[src/sv/set_assoc_lru_cache_model_defines.svh]
// assertion macros for the set-associative lru cache model
// no dependencies; included by the modules that carry concurrent checks
`ifndef SET_ASSOC_LRU_CACHE_MODEL_DEFINES_SVH
`define SET_ASSOC_LRU_CACHE_MODEL_DEFINES_SVH
`ifndef NO_ASSERTIONS
`define SLC_ASSERT_NOW(label, clk, rst, ante, cons) \
  label: assert property (@(posedge clk) disable iff (rst) (ante) |-> (cons)) \
    else $error("slc check failed");
`define SLC_ASSERT_NEXT(label, clk, rst, ante, cons) \
  label: assert property (@(posedge clk) disable iff (rst) (ante) |=> (cons)) \
    else $error("slc check failed");
`else
`define SLC_ASSERT_NOW(label, clk, rst, ante, cons)
`define SLC_ASSERT_NEXT(label, clk, rst, ante, cons)
`endif
`endif

[src/sv/slc_pkg.sv]
// shared types and codes for the set-associative lru cache model
// no dependencies; used by the interfaces and modules of the block
package slc_pkg;

  localparam int APB_AW = 4;
  localparam int APB_DW = 32;
  localparam int ADDR_W = 32;
  localparam int TAG_W  = 32;
  localparam int CNT_W  = 32;
  localparam int REG_IW = 2;

  // access kinds
  localparam logic [1:0] OP_LOAD   = 2'd0;
  localparam logic [1:0] OP_STORE  = 2'd1;
  localparam logic [1:0] OP_MODIFY = 2'd2;
  localparam logic [1:0] OP_IFETCH = 2'd3;

  // lookup outcomes
  localparam logic [1:0] OUT_HIT   = 2'd0;
  localparam logic [1:0] OUT_MISS  = 2'd1;
  localparam logic [1:0] OUT_EVICT = 2'd2;
  localparam logic [1:0] OUT_NONE  = 2'd3;

  // register indexes
  localparam logic [REG_IW-1:0] REG_SET_BITS   = 2'd0;
  localparam logic [REG_IW-1:0] REG_WAYS       = 2'd1;
  localparam logic [REG_IW-1:0] REG_BLOCK_BITS = 2'd2;

  typedef struct packed {
    logic [2:0] set_bits;
    logic [3:0] ways;
    logic [4:0] block_bits;
  } cfg_t;

  typedef struct packed {
    logic       done;
    logic [1:0] outcome;
  } scan_stat_t;

  typedef enum logic [2:0] {
    ST_IDLE,
    ST_SPLIT,
    ST_READ,
    ST_SCAN,
    ST_WRITE,
    ST_FINISH
  } state_t;

endpackage

[src/sv/slc_way_scan.sv]
// way scanner: one tag compare and one rank compare, one way per cycle
// depends on slc_pkg and the assertion macro header
`include "set_assoc_lru_cache_model_defines.svh"
module slc_way_scan #(
  parameter int  MAX_WAYS = 8,
  localparam int RANK_W   = (MAX_WAYS > 1) ? $clog2(MAX_WAYS) : 1,
  localparam int WAY_IW   = (MAX_WAYS > 1) ? $clog2(MAX_WAYS) : 1,
  localparam int NW_W     = $clog2(MAX_WAYS + 1),
  localparam int ENT_W    = 1 + slc_pkg::TAG_W + RANK_W,
  localparam int ROW_W    = MAX_WAYS * ENT_W
) (
  input  logic                       clk,
  input  logic                       rst,
  input  logic                       start,
  input  logic [NW_W-1:0]            nw,
  input  logic [slc_pkg::TAG_W-1:0]  tag,
  input  logic [ROW_W-1:0]           row,
  output slc_pkg::scan_stat_t        stat,
  output logic [WAY_IW-1:0]          way
);

  logic                      busy;
  logic                      done_q;
  logic [1:0]                outcome_q;
  logic [WAY_IW-1:0]         way_q;
  logic [WAY_IW-1:0]         idx;
  logic [WAY_IW-1:0]         victim;
  logic [RANK_W-1:0]         oldest;
  logic [ENT_W-1:0]          ent;
  logic                      e_valid;
  logic [slc_pkg::TAG_W-1:0] e_tag;
  logic [RANK_W-1:0]         e_rank;
  logic                      last;
  logic                      cand;
  logic                      finish;

  always_comb begin
    ent     = row[idx*ENT_W +: ENT_W];
    e_valid = ent[ENT_W-1];
    e_tag   = ent[ENT_W-2 -: slc_pkg::TAG_W];
    e_rank  = ent[RANK_W-1:0];
    last    = (NW_W'(idx) + NW_W'(1)) == nw;
    // first way seeds the oldest search
    cand    = (idx == '0) || (e_rank > oldest);
    finish  = !e_valid || (e_tag == tag) || last;
  end

  always_ff @(posedge clk) begin
    if (rst) begin
      busy   <= 1'b0;
      done_q <= 1'b0;
    end else begin
      done_q <= busy && finish;
      if (start) begin
        busy <= 1'b1;
      end else if (busy && finish) begin
        busy <= 1'b0;
      end
    end
  end

  always_ff @(posedge clk) begin
    if (start) begin
      idx <= '0;
    end else if (busy) begin
      if (!e_valid) begin
        outcome_q <= slc_pkg::OUT_MISS;
        way_q     <= idx;
      end else if (e_tag == tag) begin
        outcome_q <= slc_pkg::OUT_HIT;
        way_q     <= idx;
      end else begin
        if (cand) begin
          oldest <= e_rank;
          victim <= idx;
        end
        if (last) begin
          outcome_q <= slc_pkg::OUT_EVICT;
          way_q     <= cand ? idx : victim;
        end else begin
          idx <= idx + WAY_IW'(1);
        end
      end
    end
  end

  assign stat.done    = done_q;
  assign stat.outcome = outcome_q;
  assign way          = way_q;

  `SLC_ASSERT_NOW(a_start_idle, clk, rst, start, !busy)
  `SLC_ASSERT_NOW(a_done_stops, clk, rst, done_q, !busy)
  `SLC_ASSERT_NOW(a_done_outcome, clk, rst, done_q, outcome_q != slc_pkg::OUT_NONE)
  `SLC_ASSERT_NOW(a_way_in_range, clk, rst, done_q, NW_W'(way_q) < nw)

endmodule

[config.mk]
export PLATFORM = sky130hd
export DESIGN_NAME = slc_way_scan
export DESIGN_NICKNAME = d
export VERILOG_FILES = /design/src/sv/slc_pkg.sv /design/src/sv/slc_way_scan.sv
export VERILOG_INCLUDE_DIRS = /design/src /design/src/sv
export SDC_FILE = /design/constraint.sdc
export NUM_CORES = 1
export LEC_CHECK = 0
export ABC_CLOCK_PERIOD_IN_PS = 4800
export BUFFER_PORTS_ARGS = -buffer_cell sky130_fd_sc_hd__buf_4
export CAP_MARGIN = 40
export CORE_AREA = 10 10 122 124
export CTS_CLUSTER_DIAMETER = 30
export DETAILED_ROUTE_END_ITERATION = 8
export DIE_AREA = 0 0 132 134
export GPL_TIMING_DRIVEN = 0
export PLACE_DENSITY_LB_ADDON = 0.1
export SETUP_SLACK_MARGIN = 0.2
export SLEW_MARGIN = 10
export SYNTH_ARGS = -nofsm -noshare
export SYNTH_HDL_FRONTEND = slang
export SYNTH_SLANG_ARGS = --single-unit
[constraint.sdc]
create_clock -name clk -period 4.8 [get_ports clk]
set_clock_uncertainty 0.15 [all_clocks]
set_input_delay 0.48 -clock clk [delete_from_list [all_inputs] [get_ports clk]]
set_output_delay 0.48 -clock clk [all_outputs]
set_load 0.01 [all_outputs]
* Word-level counts from Yosys, hierarchy flattened
Cells that the tools add are included.
Word-level totals: memories 0, word-level logic and storage cells 40, memory bits (writable) 0, bits in latches 0, output and inout port bits 6, ROM bits 0, register bits 16
Operators by class: multiplexer cells 8, $lt $le $gt $ge 1, div/mod/pow operators 0, shifts and indexed selects 1, equality and inequality tests 3, $mul 1, reductions and logical operators 12, bitwise gates (word level) 4, add/sub/neg operators 2
Operators with widths (number):
- indexed part select 288 x 10 -> 36 bit | 1
- equality test 32 bit | 1
- 2-to-1 mux 3 bit | 4
- AND reduction 4 bit | 2
- multiplier 3 x 4 -> 7 bit, second input constant | 1
- AND reduction 5 bit | 1
- adder 3 x 1 -> 4 bit, second input constant | 1
- equality test 4 bit | 1
- inverter 1 bit | 4
- adder 3 x 1 -> 3 bit, second input constant | 1
- greater-than comparator 3 bit | 1
- zero test 3 bit | 1
- logical OR 1 bit | 3
- 2-to-1 mux 1 bit | 3
- != test 3 x 1 -> 1 bit, second input constant | 1
- AND reduction 3 bit | 1
- 2-to-1 mux 2 bit | 1
- nonzero test 2 bit | 1
- OR reduction 2 bit | 1
- logical AND 1 bit | 1
- zero test 1 bit | 1

* Logic depth before layout (Yosys ltp)
word-level depth 8, gate-level depth with buffers 16, mapped depth without buffers 12

* Worst setup path before layout
No wires, ideal clock.
path type register -> register, from register idx[0], to register way_q[0] (netlist: way[0]) (data pin), library setup time 268 ps, stages on the path, launching flop included 15, data required time 4382 ps, period minus slack after synthesis 3544 ps, path slack 1256 ps, data arrival time 3125 ps, buffers on the path 3, cells stage by stage dfxtp_1 buf_6 buf_4 buf_1 mux4_2 nand2_1 nand2_1 ha_1 a21o_1 a21oi_1 a31oi_1 a21oi_1 mux2_2 nand2_1 o21ai_0
Between the ends: longest elaborated chain between the ends 8, elaborated cells on any way between the ends 10, classes of those cells mul: 1; order compare: 1; eq/ne: 1; shift: 1; mux: 4; reduce/logical: 2
RTL lines:
- start, declared | line slc_way_scan.sv:26 | logic [WAY_IW-1:0] idx;
- start signal, assigned | line slc_way_scan.sv:81 | idx <= idx + WAY_IW'(1);
- multiplier 3 x 4 -> 7 bit | line slc_way_scan.sv:38 | ent = row[idx*ENT_W +: ENT_W];
- indexed part select 288 x 10 -> 36 bit | line slc_way_scan.sv:38
- named net ent[1] | line slc_way_scan.sv:29 | logic [ENT_W-1:0] ent;
- greater-than comparator 3 bit | line slc_way_scan.sv:44 | cand = (idx == '0) || (e_rank > oldest);
- logical OR 1 bit | line slc_way_scan.sv:44
- 2-to-1 mux 3 bit
- 2-to-1 mux 3 bit | line slc_way_scan.sv:77 | if (last) begin
- 2-to-1 mux 3 bit | line slc_way_scan.sv:69 | end else if (e_tag == tag) begin
- 2-to-1 mux 3 bit | line slc_way_scan.sv:66 | if (!e_valid) begin
- end signal, assigned | line slc_way_scan.sv:68 | way_q <= idx;
- end signal, assigned | line slc_way_scan.sv:71 | way_q <= idx;
- end signal, assigned | line slc_way_scan.sv:79 | way_q <= cand ? idx : victim;
- end, declared | line slc_way_scan.sv:25 | logic [WAY_IW-1:0] way_q;
The timed path passes the listed nets, and every way through them passes these cells. The select of a mux whose other input is x is not followed. A chain may end at the register's enable or synchronous reset.

* Worst setup path in the final report
Same ends and word-level chain as after synthesis.

==> flow_metrics.py <==
metrics = {
    "floorplanning": {
        "die_w_um": 132,
        "io_pins": 333,
        "start_util_pct": 27.8,
        "die-area_um2": 17700,
        "num_rows": 41,
        "die_h_um": 134,
        "coreArea_um2": 12500,
    },
    "yosys": {
        "synthTopCellsByArea": "mux4_2 (36%), mux2i_1 (12%), edfxtp_1 (9.5%)",
        "yosysTopAreaCell": "mux4_2",
        "ys.flop_type": "edfxtp_1",
        "synth_edf_count": 11,
        "synth.distinct_cells": 45,
        "yosysTopAreaCellShare_pct": 36.4,
        "netlist_area_um2": 3470,
        "ys_seq_area_share_pct": 12.4,
        "synth_warnings": 0,
        "synth_seq_cells": 16,
        "synthCells": 292,
        "syn_nets": 624,
        "avgSynthCellArea_um2": 11.9,
        "synthArstFlopShare_pct": 0,
    },
    "clock_network": {
        "cts_tree": "yes",
        "numCtsBuffers": 3,
        "cts.sink_count": 16,
        "post_cts_buffers": 0,
        "cts_buffer_depth": 2,
        "clk-insertion-delay-late_ns": 0.25,
        "cts-root-buf": "clkbuf_16",
        "h-tree-depth": 1,
        "cts_resized": 0,
        "clkSlewWorstSetupHoldPaths_ns": 0.05,
        "holdBufCountCts": 0,
    },
    "critical_path": {
        "cp-startpoint": "idx[0]$_SDFFE_PP0P_",
        "r2r_end": "way[0]$_DFFE_PP_",
        "cp-start-kind": "flip-flop",
        "endpoint": "way[0]$_DFFE_PP_",
        "worstPathRequired_ns": 4.63,
        "arrival_ns": 3.88,
        "ff2ff_setup_slack_ns": 0.76,
        "r2r-start": "idx[0]$_SDFFE_PP0P_",
        "cp-end-kind": "flip-flop",
        "path_class": "flip-flop to flip-flop",
        "reg2regPathDepth": 14,
        "cp_max_fo": 10,
    },
    "global_route": {
        "grt_pass1_vias": 4662,
        "grtUsageTotal_pct": 21.9,
        "overflow": 0,
        "antenna_found_initial": 0,
        "grt_pass1_wl_um": 29600,
        "grt_max_degree": 11,
    },
    "power_and_ir_drop": {
        "vdd_drop_max_mv": 0.0992,
        "finalPower_uw": 807,
        "leakage_uw": 0.00281,
        "p_per_area_nw_per_um2": 129,
    },
    "cells_and_area": {
        "nets": 961,
        "fin_util_pct": 50.2,
        "regArea_um2": 430,
        "multi_input_area_um2": 2830,
        "drive_above_1_share_pct": 69.3,
        "nFillCells": 1188,
        "area_growth_pct": 80.4,
        "antennaDiodeCount": 0,
        "finalInstanceArea_um2": 6250,
        "finalNonFillerCells": 800,
    },
    "place": {
        "dp_hpwl_um": 18200,
        "place_area_um2": 6170,
        "gp_congestion": 0.820,
        "port_buffers": 332,
        "dpl.cell_count": 796,
    },
    "outcome": {
        "status": "finished, final reports clean",
    },
    "timing": {
        "tns_ns": 0,
        "rsz0062_at_grt": "false",
        "slew_headroom_pct": 50.8,
        "min_period_ns": 4.04,
        "slew_viol_final": 0,
        "hold_viol": 0,
        "setup_violations": 0,
        "min_period_over_period_pct": 84.2,
        "worst_pin_slew_ns": 0.738,
        "max_freq_ghz": 0.247,
    },
    "drt": {
        "routed_wl_um": 20300,
        "drt_iter0_drc": 126,
        "ant_nets": 0,
        "vias_per_cell": 5.10,
        "firstDrtPassIters": 4,
        "vias": 4080,
        "drc": 0,
        "routedWlPerCell_um": 25.4,
    },
    "flow_run": {
        "drv_cap": 0,
    },
    "min_path": {
        "worstHoldPathType": "primary input to flip-flop",
    },
}
[logic make-up after synthesis]
| logic type | count (synthesis) | share of synthesized area, % |
|---|---|---|
| adder cells (fa/ha/maj) | 5 | 1.81 |
| AO/OA/AOI/OAI | 41 | 8.23 |
| XOR/XNOR | 27 | 6.82 |
| buffers and inverters | 30 | 6.06 |
| AND/OR/NAND/NOR | 56 | 9.86 |
| flip-flops | 16 | 12.4 |
| multiplexers | 117 | 54.8 |
[state kept, by name, summed over array words and instances, names as in the netlist]
register	cells
idx	3
done_q	1
busy	1
outcome_q	2
victim	3
way	3
oldest	3
[power by group]
| group | switching [µW] | leakage [µW] | internal [µW] |
|---|---|---|---|
| clock | 54.2 | 0.0000385 | 111 |
| combinational | 166 | 0.00263 | 319 |
| sequential | 2.48 | 0.000142 | 154 |
| total | 223 | 0.00281 | 584 |
[cell usage in the layout, fill, tap and decap left out, types with 2 or more instances in the layout]
cell type	Yosys	layout
mux4_2	56	56
nor2_1	4	4
nand4_1	10	10
clkbuf_16	0	3
clkinv_1	1	2
nor2_2	3	3
mux2_1	8	8
nor3b_2	2	2
ha_1	5	5
dfxtp_1	5	5
o211ai_1	2	2
mux2_2	10	10
inv_2	2	2
mux2i_1	42	42
o21ai_0	13	13
nand2_1	16	16
buf_2	6	6
or3_1	8	8
o22ai_1	8	8
a21oi_1	3	3
edfxtp_1	11	11
inv_1	5	5
nand2b_1	2	2
nor2b_1	3	3
buf_4	6	338
buf_6	9	9
a22o_1	8	8
xor2_1	26	26
[metrics by stage]
| step | worst slack, ns | hold WS, ns |
|---|---|---|
| 2_1_floorplan | 1.26 | 0.364 |
| 5_1_grt | 0.427 | 0.258 |
| 3_5_place_dp | 0.698 | 0.405 |
| 4_1_cts | 0.693 | 0.256 |
| 6_report | 0.758 | 0.258 |
| 3_3_place_gp | 0.796 | 0.393 |
[cells in the mapped netlist, types with 3 or more instances]
master and instances:
dfxtp_1 5, buf_4 6, a22o_1 8, nor2b_1 3, o21ai_0 13, or3_1 8
a21oi_1 3, buf_2 6, buf_6 9, ha_1 5, inv_1 5, xor2_1 26
edfxtp_1 11, mux4_2 56, nor2_2 3, mux2i_1 42, nor2_1 4, nand2_1 16
mux2_2 10, nand4_1 10, mux2_1 8, o22ai_1 8
[critical path: stages, from the launching register on]
cell	delay, ns
dfxtp_1	0.34
buf_6	0.18
buf_4	0.24
buf_1	0.59
mux4_2	0.60
nand2_1	0.08
nand2_1	0.09
ha_1	0.30
a21o_1	0.16
a21oi_1	0.13
a31oi_1	0.08
a21oi_1	0.28
mux2_2	0.39
nand2_1	0.07
o21ai_0	0.09
[area by class of cell]
class	count	share of cell area, %
buffer	22	2.88
clock buffer	3	1.20
clock inverter	1	0.0600
inverter	8	0.480
multi-input combinational	246	45.2
sequential	16	6.88
tap	172	3.44
timing repair buffer	332	39.9
[layer usage]
| layer | GRT usage (%) | routed length [µm] | vias to the layer above | part of all wire [%] |
|---|---|---|---|---|
| li1 | - | - | 1881 | - |
| met1 | 22.9 | 7450 | 1956 | 37 |
| met2 | 39.7 | 10200 | 212 | 50 |
| met3 | 8.51 | 2050 | 31 | 10 |
| met4 | 6.43 | 546 | 0 | 2.7 |
| met5 | 0 | 0 | - | 0 |
[worst min-delay path by stage]
stage / start / end / slack, ns / depth (start not counted)
after floorplan: busy$_SDFFE_PP0P_ / busy$_SDFFE_PP0P_ / 0.36 / 2
after global placement: busy$_SDFFE_PP0P_ / busy$_SDFFE_PP0P_ / 0.39 / 2
after detailed placement: victim[1]$_DFFE_PP_ / victim[1]$_DFFE_PP_ / 0.40 / 1
after CTS: rst / done_q$_SDFF_PP0_ / 0.26 / 2
after global routing: rst / done_q$_SDFF_PP0_ / 0.26 / 2
final: rst / done_q$_SDFF_PP0_ / 0.26 / 2
No activity file was read; power rests on OpenSTA's default activity.
